==> src/rtl/qalu_pkg.sv <==
// Shared types, constants and arithmetic helpers for the quaternion ALU.
package qalu_pkg;

   localparam int DATA_WIDTH = 16;
   localparam int FRAC_BITS  = 12;
   localparam int OPND_W     = DATA_WIDTH + 1;
   localparam int PROD_W     = 2 * OPND_W;
   localparam int TRUNC_W    = PROD_W - FRAC_BITS;
   localparam int SUM_W      = TRUNC_W + 2;

   typedef enum logic [2:0] {
      OP_ADD   = 3'd0,
      OP_SUB   = 3'd1,
      OP_MUL   = 3'd2,
      OP_CONJ  = 3'd3,
      OP_ROT   = 3'd4,
      OP_SCALE = 3'd5,
      OP_MAGSQ = 3'd6
   } op_type;

   typedef logic signed [DATA_WIDTH-1:0] data_type;
   typedef logic signed [OPND_W-1:0]     opnd_type;
   typedef logic signed [TRUNC_W-1:0]    trunc_type;
   typedef logic signed [SUM_W-1:0]      sum_type;

   localparam data_type DMAX = {1'b0, {(DATA_WIDTH-1){1'b1}}};
   localparam data_type DMIN = {1'b1, {(DATA_WIDTH-1){1'b0}}};

   typedef struct packed {
      logic [2:0] op;
      data_type   a_w;
      data_type   a_x;
      data_type   a_y;
      data_type   a_z;
      data_type   b_w;
      data_type   b_x;
      data_type   b_y;
      data_type   b_z;
   } req_type;

   typedef struct packed {
      data_type r_w;
      data_type r_x;
      data_type r_y;
      data_type r_z;
      logic     overflow;
   } rsp_type;

   typedef struct packed {
      data_type w;
      data_type x;
      data_type y;
      data_type z;
   } quat_type;

   typedef struct packed {
      opnd_type w;
      opnd_type x;
      opnd_type y;
      opnd_type z;
   } opnd_quat_type;

   typedef struct packed {
      sum_type w;
      sum_type x;
      sum_type y;
      sum_type z;
   } sum_quat_type;

   // travels beside the products; b carries the first result after stage two
   typedef struct packed {
      op_type   op;
      quat_type a;
      quat_type b;
      logic     ovf;
   } side_type;

   // prod[i][j] = floor(p_i * q_j / 2^FRAC_BITS), index 0..3 = w,x,y,z
   typedef trunc_type prod_array_type [4][4];

   function automatic sum_type ext(input data_type v);
      return sum_type'(v);
   endfunction

   function automatic sum_quat_type ham_sum(input prod_array_type pr);
      sum_quat_type s;
      s.w = sum_type'(pr[0][0]) - sum_type'(pr[1][1]) - sum_type'(pr[2][2])
            - sum_type'(pr[3][3]);
      s.x = sum_type'(pr[0][1]) + sum_type'(pr[1][0]) + sum_type'(pr[2][3])
            - sum_type'(pr[3][2]);
      s.y = sum_type'(pr[0][2]) - sum_type'(pr[1][3]) + sum_type'(pr[2][0])
            + sum_type'(pr[3][1]);
      s.z = sum_type'(pr[0][3]) + sum_type'(pr[1][2]) - sum_type'(pr[2][1])
            + sum_type'(pr[3][0]);
      return s;
   endfunction

   function automatic data_type sat_val(input sum_type v);
      data_type r;
      if (v > sum_type'(DMAX)) begin
         r = DMAX;
      end else if (v < sum_type'(DMIN)) begin
         r = DMIN;
      end else begin
         r = v[DATA_WIDTH-1:0];
      end
      return r;
   endfunction

   function automatic logic sat_hit(input sum_type v);
      return (v > sum_type'(DMAX)) || (v < sum_type'(DMIN));
   endfunction

endpackage

==> src/rtl/qalu_final.sv <==
// Final sum stage: second rotation product summed and saturated, other ops passed through; output register.
module qalu_final
   import qalu_pkg::*;
(
   input  logic           clock,
   input  logic           reset,
   input  logic           in_valid,
   input  prod_array_type prod,
   input  side_type       side_in,
   output logic           out_valid,
   output rsp_type        rsp
);

   logic         valid_ff;
   rsp_type      rsp_ff;
   rsp_type      rsp_in;
   sum_quat_type ham;

   always_comb begin
      ham = ham_sum(prod);
      if (side_in.op == OP_ROT) begin
         rsp_in.r_w      = '0;
         rsp_in.r_x      = sat_val(ham.x);
         rsp_in.r_y      = sat_val(ham.y);
         rsp_in.r_z      = sat_val(ham.z);
         rsp_in.overflow = side_in.ovf | sat_hit(ham.x) | sat_hit(ham.y)
                           | sat_hit(ham.z);
      end else begin
         rsp_in.r_w      = side_in.b.w;
         rsp_in.r_x      = side_in.b.x;
         rsp_in.r_y      = side_in.b.y;
         rsp_in.r_z      = side_in.b.z;
         rsp_in.overflow = side_in.ovf;
      end
   end

   always_ff @(posedge clock) begin
      if (reset) begin
         valid_ff <= 1'b0;
      end else begin
         valid_ff <= in_valid;
      end
   end

   always_ff @(posedge clock) begin
      rsp_ff <= rsp_in;
   end

   assign out_valid = valid_ff;
   assign rsp       = rsp_ff;

endmodule

==> config.mk <==
export PLATFORM = sky130hd
export DESIGN_NAME = qalu_final
export DESIGN_NICKNAME = d
export VERILOG_FILES = /design/src/rtl/qalu_pkg.sv /design/src/rtl/qalu_final.sv
export SDC_FILE = /design/constraint.sdc
export NUM_CORES = 1
export LEC_CHECK = 0
export ABC_AREA = 1
export BUFFER_PORTS_ARGS = -buffer_cell sky130_fd_sc_hd__buf_2
export CAP_MARGIN = 40
export CORE_AREA = 4 4 210 212
export CTS_BUF_LIST = sky130_fd_sc_hd__clkbuf_4 sky130_fd_sc_hd__clkbuf_8 sky130_fd_sc_hd__clkbuf_16
export DETAILED_ROUTE_END_ITERATION = 12
export DIE_AREA = 0 0 214 216
export PLACE_DENSITY = 0.57
export SLEW_MARGIN = 40
export SYNTH_ARGS = -nofsm -noshare
export SYNTH_HDL_FRONTEND = slang
export SYNTH_SLANG_ARGS = --single-unit
==> constraint.sdc <==
create_clock -name clock -period 9.4 [get_ports clock]
set_input_delay 1.41 -clock clock [delete_from_list [all_inputs] [get_ports clock]]
set_output_delay 1.41 -clock clock [all_outputs]
set_load 0.02 [all_outputs]
==> results.json, run 1 <==
{
  "status": "completed",
  "setup_tns_ps": 0,
  "syn-num-nets": 2431,
  "clock.fmax_mhz": 192,
  "ys_ff_latch": 66,
  "final.period_utilization_pct": 55.3,
  "rsz0062_at_grt": "false",
  "dieArea_sq_mm": 0.0462,
  "track_usage_pct": 15.1,
  "layout-drive-gt1-share_pct": 25.0,
  "setup_ws_ps": 4200,
  "synth_edf_count": 0,
  "arrival_ps": 5420,
  "endpoint_kind": "register",
  "vias": 11200,
  "whs_ps": 1200,
  "cp_cell_sequence": "buf_2, fa_1, inv_1, fa_1, inv_1, ha_1, inv_1, fa_1, inv_1, nand3_1, nand2_1, nand2_1, nand2_2, nand2_1, nand3_1, nand2_1, nor3_2, nand2_2, a21oi_4, a21oi_1",
  "crit_path_top_delay_cell": "a21oi_4",
  "syn_area_per_cell_sq_um": 6.55,
  "place.gp.congestion": 0.890,
  "setup_violations": 0,
  "grt_pass1_wl_mm": 56.1,
  "clkTransAtPathRegs_ps": 60,
  "power_leakage_uw": 0.00882,
  "initial_utilization_pct": 27.2,
  "gr-total-overflow": 0,
  "finalMaxSlewViolations": 0,
  "synthFlopType": "dfxtp_1",
  "detail_route.vias_per_cell": 4.15,
  "dp_slack_ps": 3750,
  "grt_pass1_vias": 11300,
  "cts_resized": 0,
  "synth_async_sr_flop_share_pct": 0,
  "io_buffers": 400,
  "cts_sinks": 66,
  "crit_fanout": 15,
  "fillers": 4628,
  "nets": 2831,
  "cts_max_path_buffers": 2,
  "wirelength_mm": 35.1,
  "yosys_warnings": 0,
  "ys_seq_area_share_pct": 11.6,
  "critPathKind": "primary input to register",
  "powerDensity_mw_per_mm2": 190,
  "max_stage_delay_ps": 620,
  "worstMarginPinSlew_ps": 747,
  "drv_cap": 0,
  "die_height_um": 216,
  "ir_drop_uv": 84.5,
  "area_growth_pct": 25.5,
  "yosysUniqueCellTypes": 37,
  "drtIter0Drc": 428,
  "htreeDepth": 3,
  "finalCriticalPeriod_ps": 5200,
  "final_util_pct": 34.1,
  "critical_path_required_ps": 9630,
  "syn_area_sq_mm": 0.0114,
  "cts_inserted_buffers": 9,
  "cts_setup_buffers": 0,
  "core_area_sq_mm": 0.0419,
  "grt_start_max_net_pins": 32,
  "syn_inst": 1740,
  "die_x_um": 214,
  "relSlewSlack_pct": 50.1,
  "startpoint_type": "primary input",
  "avgRoutedWirePerCell_um": 13.1,
  "cts_tree": "done",
  "hpwl_mm": 31.1,
  "drt-pass1-iter-count": 5,
  "drc": 0,
  "mostFrequentLayoutCells": "560 x inv_1, 427 x nand2_1, 400 x buf_2",
  "hold_violations": 0,
  "final_common_cell": "inv_1",
  "hold_buffers": 0,
  "design.portCount": 553,
  "hp-class": "primary input to register",
  "antenna_found_initial": 3,
  "ant_nets": 0,
  "rows": 75,
  "cts_root_buffer": "clkbuf_16"
}
[worst max-delay path, delay by kind of cell]
kind / cells / cell delay (ps)
compound gates: 2 / 790
simple gates: 9 / 1030
fa+ha+maj: 4 / 1700
buf+inv: 5 / 480
[path summary, 6_finish.rpt]
path,depth (start not counted),end,start
worst max-delay path,20,rsp[6],prod[67]
worst min-delay path,2,out_valid,reset
[cell usage after synthesis (17+ instances only)]
| cell | number | area (sq um) |
|---|---|---|
| inv_1 | 561 | 2110 |
| nand2_1 | 427 | 1600 |
| fa_1 | 135 | 2700 |
| nor2_1 | 122 | 458 |
| ha_1 | 69 | 863 |
| dfxtp_1 | 66 | 1320 |
| a21oi_1 | 64 | 320 |
| nand3_1 | 56 | 280 |
| nand2_2 | 38 | 238 |
| a21oi_2 | 31 | 272 |
| nand4_1 | 27 | 169 |
| xor2_1 | 21 | 184 |
| inv_2 | 17 | 63.8 |
[power by group]
part           internal (uW)  total [uW]  switching (uW)
Clock                    215         372             157
Sequential               313         321            7.70
Combinational            702        2030            1320
[logic make-up after synthesis]
family	synth area share (%)
and+or+nand+nor	27.6
xor gates and xnor gates	2.77
buffers and inverters	19.9
DFF	11.6
AOI/OAI and AO/OA	6.82
adders and majority gates	31.3
[final cells by class]
type	count	area, sq um	area share [%]
inverters	578	2170	15.2
clock inverters	5	53.8	0.376
flip-flops and latches	66	1320	9.25
diodes	1	2.50	0.0175
clock buffers	11	246	1.72
multi-input cells	1083	7800	54.6
well taps	539	674	4.72
repair buffers	402	2020	14.1
[layer usage]
metal	wire (um)	global-route usage [%]	vias up
met1	15500	18.5	5030
met2	16900	26.5	284
li1	-	-	5811
met3	2020	3.49	31
met4	672	4.26	0
met5	0	0	-
[sequential cells by signal, summed over array words and instances, names as in the netlist]
signal and count:
out_valid 1, rsp 65
[through the flow]
step                      cells  area [sq um]  total power [uW]
after global routing       2685         14300              3050
final                      2685         14300              2720
after global placement     2668         14000              2360
after floorplan            1740         11400              1850
after detailed placement   2668         14000              2370
after CTS                  2684         14300              2770
(Power assumes the default switching activity.)
==> run 2, diff against run 1 <==
--- a/config.mk
+++ b/config.mk
@@ -8,11 +8,11 @@
 export ABC_AREA = 1
 export BUFFER_PORTS_ARGS = -buffer_cell sky130_fd_sc_hd__buf_2
 export CAP_MARGIN = 40
-export CORE_AREA = 4 4 210 212
+export CORE_AREA = 4 4 215 217
 export CTS_BUF_LIST = sky130_fd_sc_hd__clkbuf_4 sky130_fd_sc_hd__clkbuf_8 sky130_fd_sc_hd__clkbuf_16
 export DETAILED_ROUTE_END_ITERATION = 12
-export DIE_AREA = 0 0 214 216
-export PLACE_DENSITY = 0.57
+export DIE_AREA = 0 0 219 221
+export PLACE_DENSITY = 0.56
 export SLEW_MARGIN = 40
 export SYNTH_ARGS = -nofsm -noshare
 export SYNTH_HDL_FRONTEND = slang
==> constraint.sdc (replaced) <==
create_clock -name clock -period 4.5 [get_ports clock]
set_input_delay 0.675 -clock clock [delete_from_list [all_inputs] [get_ports clock]]
set_output_delay 0.675 -clock clock [all_outputs]
set_load 0.02 [all_outputs]
==> results.json, run 2 (synthesized netlist as in run 1, its figures left out) <==
{
  "mostFrequentLayoutCells": "560 x inv_1, 427 x nand2_1, 400 x buf_2",
  "clock.fmax_mhz": 250,
  "top_usage_layer": "met2",
  "rsz0062_at_grt": "false",
  "area_growth_pct": 28.3,
  "detail_route.vias_per_cell": 4.10,
  "final.period_utilization_pct": 89.0,
  "ant_nets": 0,
  "hp-class": "primary input to register",
  "powerDensity_mw_per_mm2": 403,
  "io_buffers": 400,
  "gr-total-overflow": 0,
  "grt_util_met3_pct": 3.59,
  "cts_tree": "done",
  "crit_fanout": 10,
  "setup_tns_ps": 0,
  "layout-drive-gt1-share_pct": 25.9,
  "vias": 11300,
  "grt_pass1_vias": 11700,
  "met1_usage_pct": 17.6,
  "hold_violations": 0,
  "largest_reg_flops": 65,
  "fillers": 4971,
  "hold_buffers": 0,
  "antenna_found_initial": 5,
  "min_from": "reset",
  "endpoint_kind": "register",
  "ir_drop_uv": 148,
  "htreeDepth": 3,
  "final_common_cell": "inv_1",
  "cts_setup_buffers": 0,
  "nets": 2855,
  "wirelength_mm": 36.0,
  "drtIter0Drc": 390,
  "cp_cell_sequence": "buf_2, inv_1, fa_1, inv_1, fa_1, inv_1, ha_1, inv_1, fa_1, inv_1, nand2_1, a21oi_1, nand3b_1, nand4_1, nand2_1, nor2_1, nand3_1, nand2_2, nand2_1, nor2_1, nand3_1, nand2_1, nand2_1",
  "cts_max_path_buffers": 2,
  "dp_slack_ps": 137,
  "core_area_sq_mm": 0.0441,
  "initial_utilization_pct": 25.8,
  "layoutNonFillerInstCount": 2765,
  "crit_path_top_delay_cell": "fa_1",
  "seqCellArea_sq_mm": 0.00132,
  "relSlewSlack_pct": 63.2,
  "min_to": "out_valid",
  "status": "completed",
  "avgRoutedWirePerCell_um": 13.0,
  "finalMaxSlewViolations": 0,
  "path_delay_family": "adder cells",
  "grt_pass1_wl_mm": 57.7,
  "multi_input_area_sq_mm": 0.00780,
  "finalCriticalPeriod_ps": 4000,
  "design.portCount": 553,
  "worstMarginPinSlew_ps": 552,
  "critPathKind": "primary input to register",
  "setup_ws_ps": 495,
  "cts_inserted_buffers": 9,
  "cts_resized": 0,
  "arrival_ps": 4280,
  "die_height_um": 221,
  "grt_use_met2_pct": 26.7,
  "dieArea_sq_mm": 0.0484,
  "track_usage_pct": 14.9,
  "place.gp.congestion": 0.887,
  "drc": 0,
  "total_power_uw": 5890,
  "worst-path-buf-inv": 6,
  "setup_violations": 0,
  "rows": 77,
  "startpoint_type": "primary input",
  "max_stage_delay_ps": 530,
  "power_leakage_uw": 0.00895,
  "cts_sinks": 66,
  "drt-pass1-iter-count": 7,
  "hpwl_mm": 32.5,
  "whs_ps": 490,
  "critical_path_required_ps": 4770,
  "drv_cap": 0,
  "dp.cells": 2745,
  "clkTransAtPathRegs_ps": 70,
  "cts_root_buffer": "clkbuf_16",
  "grt_start_max_net_pins": 41,
  "whs_path_depth": 2,
  "die_x_um": 219
}
[run 2: worst max path at each step]
stage               startpoint  cells after the start  slack, ps      end
floorplan            prod[133]                     21        730  rsp[10]
global placement      prod[67]                     26        180   rsp[0]
detailed placement    prod[23]                     23        140   rsp[0]
CTS                   prod[23]                     23        540   rsp[0]
global route          prod[23]                     23        190   rsp[0]
finish                prod[23]                     23        500   rsp[0]
[run 2: area by class of cell]
cell class                      instances  area share (%)
Timing Repair Buffer                  426            15.5
Sequential cell                        66            9.04
Antenna cell                            4          0.0685
Clock inverter                          6           0.479
Multi-Input combinational cell       1083            53.4
Tap cell                              592            5.07
Clock buffer                           10            1.63
Inverter                              578            14.9
[run 2: through the flow]
step,area (sq um),utilization (%)
6_report,14600,33.1
5_1_grt,14600,33.1
4_1_cts,14600,33.1
3_5_place_dp,14300,32.4
3_3_place_gp,14300,32.4
2_1_floorplan,11400,-
[run 2: layer usage]
metal	up-vias	wire length, um
met5	-	19
met4	2	676
met3	42	2320
met2	315	17800
met1	5132	15200
li1	5844	-
[run 2: report_power, final]
group,switching [uW],internal (uW)
Combinational,2830,1610
Clock,324,450
Sequential,17.3,654
Total,3170,2720
