**src/rtl/qalu_pkg.sv**
```systemverilog
// Shared types, constants and arithmetic helpers for the quaternion ALU.
package qalu_pkg;

   localparam int DATA_WIDTH = 16;
   localparam int FRAC_BITS  = 12;
   localparam int OPND_W     = DATA_WIDTH + 1;
   localparam int PROD_W     = 2 * OPND_W;
   localparam int TRUNC_W    = PROD_W - FRAC_BITS;
   localparam int SUM_W      = TRUNC_W + 2;

   typedef enum logic [2:0] {
      OP_ADD   = 3'd0,
      OP_SUB   = 3'd1,
      OP_MUL   = 3'd2,
      OP_CONJ  = 3'd3,
      OP_ROT   = 3'd4,
      OP_SCALE = 3'd5,
      OP_MAGSQ = 3'd6
   } op_type;

   typedef logic signed [DATA_WIDTH-1:0] data_type;
   typedef logic signed [OPND_W-1:0]     opnd_type;
   typedef logic signed [TRUNC_W-1:0]    trunc_type;
   typedef logic signed [SUM_W-1:0]      sum_type;

   localparam data_type DMAX = {1'b0, {(DATA_WIDTH-1){1'b1}}};
   localparam data_type DMIN = {1'b1, {(DATA_WIDTH-1){1'b0}}};

   typedef struct packed {
      logic [2:0] op;
      data_type   a_w;
      data_type   a_x;
      data_type   a_y;
      data_type   a_z;
      data_type   b_w;
      data_type   b_x;
      data_type   b_y;
      data_type   b_z;
   } req_type;

   typedef struct packed {
      data_type r_w;
      data_type r_x;
      data_type r_y;
      data_type r_z;
      logic     overflow;
   } rsp_type;

   typedef struct packed {
      data_type w;
      data_type x;
      data_type y;
      data_type z;
   } quat_type;

   typedef struct packed {
      opnd_type w;
      opnd_type x;
      opnd_type y;
      opnd_type z;
   } opnd_quat_type;

   typedef struct packed {
      sum_type w;
      sum_type x;
      sum_type y;
      sum_type z;
   } sum_quat_type;

   // travels beside the products; b carries the first result after stage two
   typedef struct packed {
      op_type   op;
      quat_type a;
      quat_type b;
      logic     ovf;
   } side_type;

   // prod[i][j] = floor(p_i * q_j / 2^FRAC_BITS), index 0..3 = w,x,y,z
   typedef trunc_type prod_array_type [4][4];

   function automatic sum_type ext(input data_type v);
      return sum_type'(v);
   endfunction

   function automatic sum_quat_type ham_sum(input prod_array_type pr);
      sum_quat_type s;
      s.w = sum_type'(pr[0][0]) - sum_type'(pr[1][1]) - sum_type'(pr[2][2])
            - sum_type'(pr[3][3]);
      s.x = sum_type'(pr[0][1]) + sum_type'(pr[1][0]) + sum_type'(pr[2][3])
            - sum_type'(pr[3][2]);
      s.y = sum_type'(pr[0][2]) - sum_type'(pr[1][3]) + sum_type'(pr[2][0])
            + sum_type'(pr[3][1]);
      s.z = sum_type'(pr[0][3]) + sum_type'(pr[1][2]) - sum_type'(pr[2][1])
            + sum_type'(pr[3][0]);
      return s;
   endfunction

   function automatic data_type sat_val(input sum_type v);
      data_type r;
      if (v > sum_type'(DMAX)) begin
         r = DMAX;
      end else if (v < sum_type'(DMIN)) begin
         r = DMIN;
      end else begin
         r = v[DATA_WIDTH-1:0];
      end
      return r;
   endfunction

   function automatic logic sat_hit(input sum_type v);
      return (v > sum_type'(DMAX)) || (v < sum_type'(DMIN));
   endfunction

endpackage

```
**src/rtl/qalu_first.sv**
```systemverilog
// First sum stage: per-op combination of products or inputs, saturated and registered.
module qalu_first
   import qalu_pkg::*;
(
   input  logic           clock,
   input  logic           reset,
   input  logic           in_valid,
   input  prod_array_type prod,
   input  side_type       side_in,
   output logic           out_valid,
   output side_type       side_out
);

   logic         valid_ff;
   side_type     sat_side_ff;
   side_type     sat_side_in;
   sum_quat_type ham;
   sum_quat_type v;

   always_comb begin
      ham = ham_sum(prod);
      v   = '0;
      unique case (side_in.op)
         OP_ADD: begin
            v.w = ext(side_in.a.w) + ext(side_in.b.w);
            v.x = ext(side_in.a.x) + ext(side_in.b.x);
            v.y = ext(side_in.a.y) + ext(side_in.b.y);
            v.z = ext(side_in.a.z) + ext(side_in.b.z);
         end
         OP_SUB: begin
            v.w = ext(side_in.a.w) - ext(side_in.b.w);
            v.x = ext(side_in.a.x) - ext(side_in.b.x);
            v.y = ext(side_in.a.y) - ext(side_in.b.y);
            v.z = ext(side_in.a.z) - ext(side_in.b.z);
         end
         OP_MUL, OP_ROT: begin
            v = ham;
         end
         OP_CONJ: begin
            v.w = ext(side_in.a.w);
            v.x = -ext(side_in.a.x);
            v.y = -ext(side_in.a.y);
            v.z = -ext(side_in.a.z);
         end
         OP_SCALE: begin
            v.w = sum_type'(prod[0][0]);
            v.x = sum_type'(prod[1][0]);
            v.y = sum_type'(prod[2][0]);
            v.z = sum_type'(prod[3][0]);
         end
         OP_MAGSQ: begin
            v.w = sum_type'(prod[0][0]) + sum_type'(prod[1][1])
                  + sum_type'(prod[2][2]) + sum_type'(prod[3][3]);
         end
         default: begin
            v = '0;
         end
      endcase

      sat_side_in.op  = side_in.op;
      sat_side_in.a   = side_in.a;
      sat_side_in.b.w = sat_val(v.w);
      sat_side_in.b.x = sat_val(v.x);
      sat_side_in.b.y = sat_val(v.y);
      sat_side_in.b.z = sat_val(v.z);
      sat_side_in.ovf = sat_hit(v.w) | sat_hit(v.x) | sat_hit(v.y) | sat_hit(v.z);
   end

   always_ff @(posedge clock) begin
      if (reset) begin
         valid_ff <= 1'b0;
      end else begin
         valid_ff <= in_valid;
      end
   end

   always_ff @(posedge clock) begin
      sat_side_ff <= sat_side_in;
   end

   assign out_valid = valid_ff;
   assign side_out  = sat_side_ff;

endmodule

```
**config.mk**
```make
export PLATFORM = sky130hd
export DESIGN_NAME = qalu_first
export DESIGN_NICKNAME = d
export VERILOG_FILES = /design/src/rtl/qalu_pkg.sv /design/src/rtl/qalu_first.sv
export SDC_FILE = /design/constraint.sdc
export NUM_CORES = 1
export LEC_CHECK = 0
export BUFFER_PORTS_ARGS = -buffer_cell sky130_fd_sc_hd__buf_2
export CORE_UTILIZATION = 42
export DETAILED_ROUTE_END_ITERATION = 10
export GPL_ROUTABILITY_DRIVEN = 0
export GPL_TIMING_DRIVEN = 0
export PLACE_DENSITY = 0.66
export REMOVE_ABC_BUFFERS = 1
export SLEW_MARGIN = 10
export SYNTH_ARGS = -nofsm -noshare
export SYNTH_HDL_FRONTEND = slang
export SYNTH_SLANG_ARGS = --single-unit
export TNS_END_PERCENT = 50
```
**constraint.sdc**
```tcl
create_clock -name clock -period 5.3 [get_ports clock]
set_clock_uncertainty 0.2 [all_clocks]
set_input_delay 0.53 -clock clock [delete_from_list [all_inputs] [get_ports clock]]
set_output_delay 0.53 -clock clock [all_outputs]
set_load 0.1 [all_outputs]
```
==> metrics.md, run 1 <==
| Metric | Value |
|---|---|
| Period utilization | 0.9693 |
| # IOs | 620 |
| TritonRoute pass-1 iters | 6 |
| CTS sink count | 133 |
| Slowest-stage cell, CP | fa_1 |
| Critical path arrival | 5290 ps |
| Mux share of post-synthesis cell area | 0.008275 |
| Most frequent cells in the layout | 696 x inv_1, 618 x buf_2, 247 x ha_1 |
| Post-Synth Simple-Gate Area | 0.1360 |
| Status | finished clean |
| Max-slew headroom | 0.2030 |
| Top_reg_cell synth | dfxtp_1 |
| Antenna violations before repair | 10 |
| Critical Path Fanout Max | 16 |
| Initial DRC count | 1,752 |
| Vias in the first global route | 24,160 |
| Met3 routed WL | 6472 um |
| Xor/xnor cell area share of the yosys netlist | 0.04720 |
| Max incr delay on CP | 530 ps |
| TritonCTS buffer count | 17 |
| Pwr Total | 10.36 mW |
| Critical path, cell by cell | buf_2 > inv_1 > fa_1 > inv_1 > fa_1 > inv_1 > ha_1 > fa_1 > a21oi_1 > o211a_1 > o31ai_1 > a211o_1 > a31oi_1 > xnor2_1 > a221oi_1 > nor4bb_2 > a41o_4 > nor4b_4 > nand4b_1 |
| Final #Nets | 4,689 |
| Post-route DRC | 0 |
| First-pass GRT wire length | 132,100 um |
| Netlist cell types | 103 |
| RSZ-0062 raised after global routing | true |
| Initial core utilization | 0.4246 |
| Share of the synthesized area in the top cell type | 0.1749 |
| EDFF count, synth | 0 |
| Final setup margin | 162.6 ps |
| Post-Synthesis Cells | 3,171 |
| Slew Limit Fails | 0 |
| Routed length on met1 | 34,500 um |
| GRT Total Usage | 0.2841 |
| CTS tree | done |
| CP Capture Type | register |
| Worst vdd ir | 0.3698 mV |
| PortBufs | 618 |
| P per Cell Area | 353.5 mW/mm^2 |
| Die Y | 243.5 um |
| Area grow syn2layout | 19.69% |
| Tightest Hold Check Type | in2reg |
| Total of max-cap violations | 0 |
| Final setup viols | 0 |
| Async SR Flop Fraction | 0 |
| Vias per std cell | 5.528 |
| Filler cells | 5,766 |
| Req. time, crit path | 5450 ps |
| Seq/Total Area, Yosys | 0.1087 |
| Slew @ Worst Pin | 1196 ps |
| Die area | 0.05929 sq mm |
| Post-Syn Area | 0.02450 sq mm |
| Post-synthesis adder-cell area fraction | 0.3011 |
| DPL Wire Length | 69,500 um |
| Synth Area in Compound Gates | 0.2734 |
| Final Critical Period | 5137 ps |
| Setup Crit Path Kind | in2reg |
| Total number of vias | 25,030 |
| Die width | 243.5 um |
| LEAKAGE | 15.19 nW |
| Core area | 0.05770 sq mm |
| Final wirelength | 85,770 um |
| Fin area | 0.02932 sq mm |
| Top Layer Used | met4 |
| Fmax | 194.7 MHz |
| Post-DR wirelength/cell | 18.94 um |
| Clock Pin Slew Worst Setup and Hold Paths | 80 ps |
| Synthesized area per cell | 7.725 sq um |
| Core Util, Final | 0.5082 |
| Root buf cell | clkbuf_16 |
| FF+latch area | 0.002663 sq mm |
| Warnings from Yosys | 0 |
| Clock Tree Buf Depth | 2 |
| Element type at the critical path start | input port |
| Area of the multi-input gates | 0.01891 sq mm |
| Register bit total from synthesis | 133 |
| H-tree Lvls | 4 |
| Largest net degree at the start of global routing | 60 |
| Setup TNS | 0 ps |
| Routed wl met2 | 41,560 um |
| Crit-path leading delay family | compound AO/OA/AOI/OAI gates |
| Top cells by area, synth | fa_1 17%, ha_1 13%, dfxtp_1 11% |
| Commonest non-fill, non-tap cell in the layout | inv_1 |
| Yosys top cell by area | fa_1 |
| Crit path buf inv count | 4 |
| DP Area | 0.02837 sq mm |
| Fraction of layout cells with a size suffix above 1 | 0.2022 |
| Std-Cell Rows | 88 |
| Dpl ws | -762.0 ps |
| ANT nets after route | 0 |
| Final hold vios | 0 |
| GR Overflow Total | 0 |
| Largest family of logic cells by synthesized area | adder cells |
-- sequential cells by signal, summed over array words and instances (netlist names) --
name,cells
side_out,132
out_valid,1
-- layer usage --
layer	vias to the layer above	track usage
li1	12060	-
met1	11800	0.3495
met2	1017	0.4900
met3	158	0.04825
met4	0	0.1149
met5	-	0
-- kinds of logic (layout without fill, tap and decap cells) --
family,Yosys count,count (layout)
other,0,9
AO/OA/AOI/OAI,968,968
buffers and inverters,803,1386
flip-flops,133,133
XOR/XNOR,132,132
multiplexers,20,20
AND/OR/NAND/NOR,654,654
adder cells (fa/ha/maj),461,461
-- report_power, final --
part           switching [mW]  total [mW]  internal (mW)
sequential             0.0635        1.31           1.25
combinational            5.25        7.69           2.44
clock                   0.646        1.36          0.716
total                    5.96        10.4           4.41
-- final cells by class --
type	count	share of cell area
tap	765	0.03265
clock buffer	17	0.01451
timing repair buffer	657	0.1207
multi-input combinational	2235	0.6451
sequential	133	0.09082
inverter	697	0.08924
antenna	9	0.0007682
clock inverter	15	0.006273
-- synthesized netlist by cell type (9+ instances only) --
library cell / number
a221o_1: 24
clkbuf_1: 61
a221oi_1: 24
o31ai_1: 15
a211oi_1: 44
a211o_1: 12
nor4_1: 26
nor3_1: 58
mux2i_1: 18
ha_1: 247
nor2b_1: 37
o21a_1: 29
fa_1: 214
o21ai_0: 144
nor2_1: 182
a21o_1: 99
o221ai_1: 30
o21bai_1: 26
nand3_1: 33
nand3b_1: 9
and3_1: 20
a21oi_1: 229
nand4_1: 15
o22ai_1: 29
dfxtp_1: 133
buf_2: 17
buf_1: 22
o21ai_2: 12
o21ai_1: 24
nand2b_1: 36
or3_1: 15
xor2_1: 60
a222oi_1: 24
nand2_1: 149
xnor2_1: 72
and2_1: 12
o211ai_1: 27
a22oi_1: 34
a31oi_1: 26
inv_1: 696
-- final timing paths --
| check | endpoint | from | slack, ps | cells after the start |
|---|---|---|---|---|
| worst min-delay path | side_out[78]$_DFF_P_ | side_in[78] | 40 | 1 |
| worst max-delay path | side_out[0]$_DFF_P_ | prod[23] | 160 | 19 |
-- per-stage QoR --
stage	instances	hold slack, ps
6_report	4528	36.33
5_1_grt	4522	9.560
4_1_cts	4516	1.037
3_5_place_dp	4466	470.0
3_3_place_gp	4448	471.3
2_1_floorplan	3065	357.7
-- timing repair --
item / CTS / global route
resized for setup: 7 / 18
hold buffers: 18 / 0
setup buffers: 0 / 3
endpoints found under the hold margin: 18 / 0
endpoints found under the setup margin: 44 / 51
pin swaps: 0 / 2
Power figures use the tool's default switching activity.
==> inputs of run 2 (changes only) <==
clock period = 5.5 ns   (was 5.3 ns; I/O delays follow)
==> run 2 against run 1 <==
  * Sequential share of layout area increased by 0.069 points
  * Final area decreased by 0.76%
  * Setup slack improved by 38 ps
  * Die area unchanged
  * Final cell count decreased by 0.40%
  * Global-route usage decreased by 0.085 points
  * Utilization decreased by 0.38 points
  * Power decreased by 4.3%
  * First-iteration DRC count increased by 10%
  * Combinational power decreased by 4.4%
  * Non-clock buffer count decreased by 16
  * Clock power decreased by 4%
  * Critical path type unchanged
==> metrics.md, run 2 (synthesis results as in run 1) <==
| Metric | Value |
|---|---|
| Die Y | 243.5 um (unchanged) |
| H-tree Lvls | 4 (unchanged) |
| Slew @ Worst Pin | 1195 ps (-0.3701 ps) |
| Vias per std cell | 5.541 (+0.23%) |
| Clock power frac | 0.132 (about the same) |
| Pint | 4.210 mW (-4.5%) |
| CTS sink count | 133 (unchanged) |
| Final Critical Period | 5300 ps |
| P per Cell Area | 341.1 mW/mm^2 (-3.5%) |
| PortBufs | 618 (unchanged) |
| Area grow syn2layout | 18.78% |
| Final hold vios | 0 (unchanged) |
| Psw | 5.714 mW (-4.1%) |
| Max reg flops | 132 (unchanged) |
| Most frequent cells in the layout | 696 x inv_1, 618 x buf_2, 247 x ha_1 |
| TritonCTS buffer count | 17 (unchanged) |
| Sw Ratio | 0.5758 (+0.001022) |
| Filler cells | 5,787 (+0.36%) |
| Post-DR wirelength/cell | 18.94 um (about the same) |
| Clock Tree Buf Depth | 2 (unchanged) |
| Final setup viols | 0 (unchanged) |
| Initial core utilization | 0.4246 (unchanged) |
| Gate power share | 0.740 (-0.002) |
| Critical Path Fanout Max | 34 (+18) |
| Commonest non-fill, non-tap cell in the layout | inv_1 |
| Period utilization | 0.9636 |
| FF+latch area | 0.002663 sq mm (unchanged) |
| # IOs | 620 (unchanged) |
| GR Overflow Total | 0 (unchanged) |
| First-pass GRT wire length | 131,700 um (-0.33%) |
| Setup Fix Bufs, Post-CTS | 0 (unchanged) |
| Critical path arrival | 5530 ps (+240 ps) |
| Status | finished clean |
| GRT Total Usage | 0.2832 (-0.0008532) |
| ANT nets after route | 0 (unchanged) |
| Vias in the first global route | 24,060 (-0.39%) |
| Post-route DRC | 0 (unchanged) |
| Antenna violations before repair | 11 (+1) |
| CP Capture Type | register |
| Register share of total power | 0.128 (about the same) |
| Tightest Hold Check Type | in2reg |
| Req. time, crit path | 5730 ps (+280 ps) |
| Worst vdd ir | 0.3567 mV (-3.5%) |
| Root buf cell | clkbuf_16 |
| Element type at the critical path start | input port |
| DPL Wire Length | 69,500 um (unchanged) |
| Fin area | 0.02910 sq mm (-0.76%) |
| RSZ-0062 raised after global routing | false |
| Slew Limit Fails | 0 (unchanged) |
| Die width | 243.5 um (unchanged) |
| Std-Cell Rows | 88 (unchanged) |
| Fmax | 188.7 MHz |
| Core area | 0.05770 sq mm (unchanged) |
| Initial DRC count | 1,935 (+10%) |
| Fraction of layout cells with a size suffix above 1 | 0.2006 (-0.001542) |
| LEAKAGE | 15.10 nW (-0.62%) |
| DP Area | 0.02837 sq mm (unchanged) |
| Total number of vias | 24,990 (-0.17%) |
| Area of the multi-input gates | 0.01886 sq mm (-0.27%) |
| Clock Pin Slew Worst Setup and Hold Paths | 70 ps (about the same) |
| Final wirelength | 85,410 um (-0.42%) |
| Die area | 0.05929 sq mm (unchanged) |
| TritonRoute pass-1 iters | 7 (+1) |
| CTS tree | done |
| Largest net degree at the start of global routing | 60 (unchanged) |
| Max-slew headroom | 0.2032 (+0.0002470) |
| Setup Crit Path Kind | in2reg |
| Total of max-cap violations | 0 (unchanged) |
| Core Util, Final | 0.5043 (-0.003838) |
| Final #Nets | 4,673 (-0.34%) |
run 2: changes by cell type in the layout (fill, tap and decap cells not counted), sizes merged:
cell / delta
dlygate4sd3: -13
diode: -2
buf: -3
run 2: metrics by stage:
step | std cells | setup TNS (ps) | setup WS, ps | power, mW | hold slack [ps]
after floorplan | 3065 | -55450 | -1096 | 6.845 | 377.7
after global placement | 4448 | -416080 | -6924 | 8.473 | 491.3
after detailed placement | 4466 | -24950 | -582.0 | 8.507 | 490.0
after CTS | 4503 | 0 | 18.10 | 9.876 | 1.197
after global routing | 4506 | 0 | 18.36 | 10.62 | 17.56
final | 4510 | 0 | 200.2 | 9.924 | 38.61
run 2: worst paths after layout:
| path | start | endpoint | slack [ps] | depth (start not counted) |
|---|---|---|---|---|
| worst max-delay path | side_in[129] | side_out[23]$_SDFF_PN1_ | 200 | 12 |
| worst min-delay path | side_in[117] | side_out[117]$_DFF_P_ | 40 | 1 |
run 2: worst max-delay path, stage by stage:
cell and delay, ps:
buf_2 830, nor2b_1 970, nand2_2 610, a211oi_1 630
a21oi_1 130, o211ai_1 120, a211oi_1 80, a211oi_1 240
a41oi_1 150, o21a_1 230, a21oi_2 680, a21o_1 240
run 2: layout make-up:
type / instances / area share
Multi-Input combinational cell: 2235 / 0.6482
Timing Repair Buffer: 641 / 0.1159
Sequential cell: 133 / 0.09151
Inverter: 697 / 0.08992
Tap cell: 765 / 0.03290
Clock buffer: 17 / 0.01462
Clock inverter: 15 / 0.006321
Antenna cell: 7 / 0.0006020
run 2: metal layers:
metal,up-vias,part of all wire,routed length [um],track usage
met5,-,0,0,0
met4,0,0.038,3272,0.1138
met3,160,0.073,6202,0.04814
met2,987,0.48,41230,0.4881
met1,11820,0.41,34710,0.3491
li1,12020,-,-,-
run 2: repair_timing:
item | 4_1_cts | 5_1_grt
hold buffers | 5 | 0
gates resized for setup | 2 | 12
endpoints found under the hold margin | 5 | 0
setup endpoints to repair | 15 | 30
pin swaps | 0 | 2
run 2: power by group through the flow:
stage	combinational, mW	clock (mW)	sequential, mW
after floorplan	3.80	0	3.04
after global placement	7.20	0	1.28
after CTS	7.26	1.35	1.27
after global routing	7.96	1.37	1.29
final	7.35	1.31	1.27
after detailed placement	7.22	0	1.28
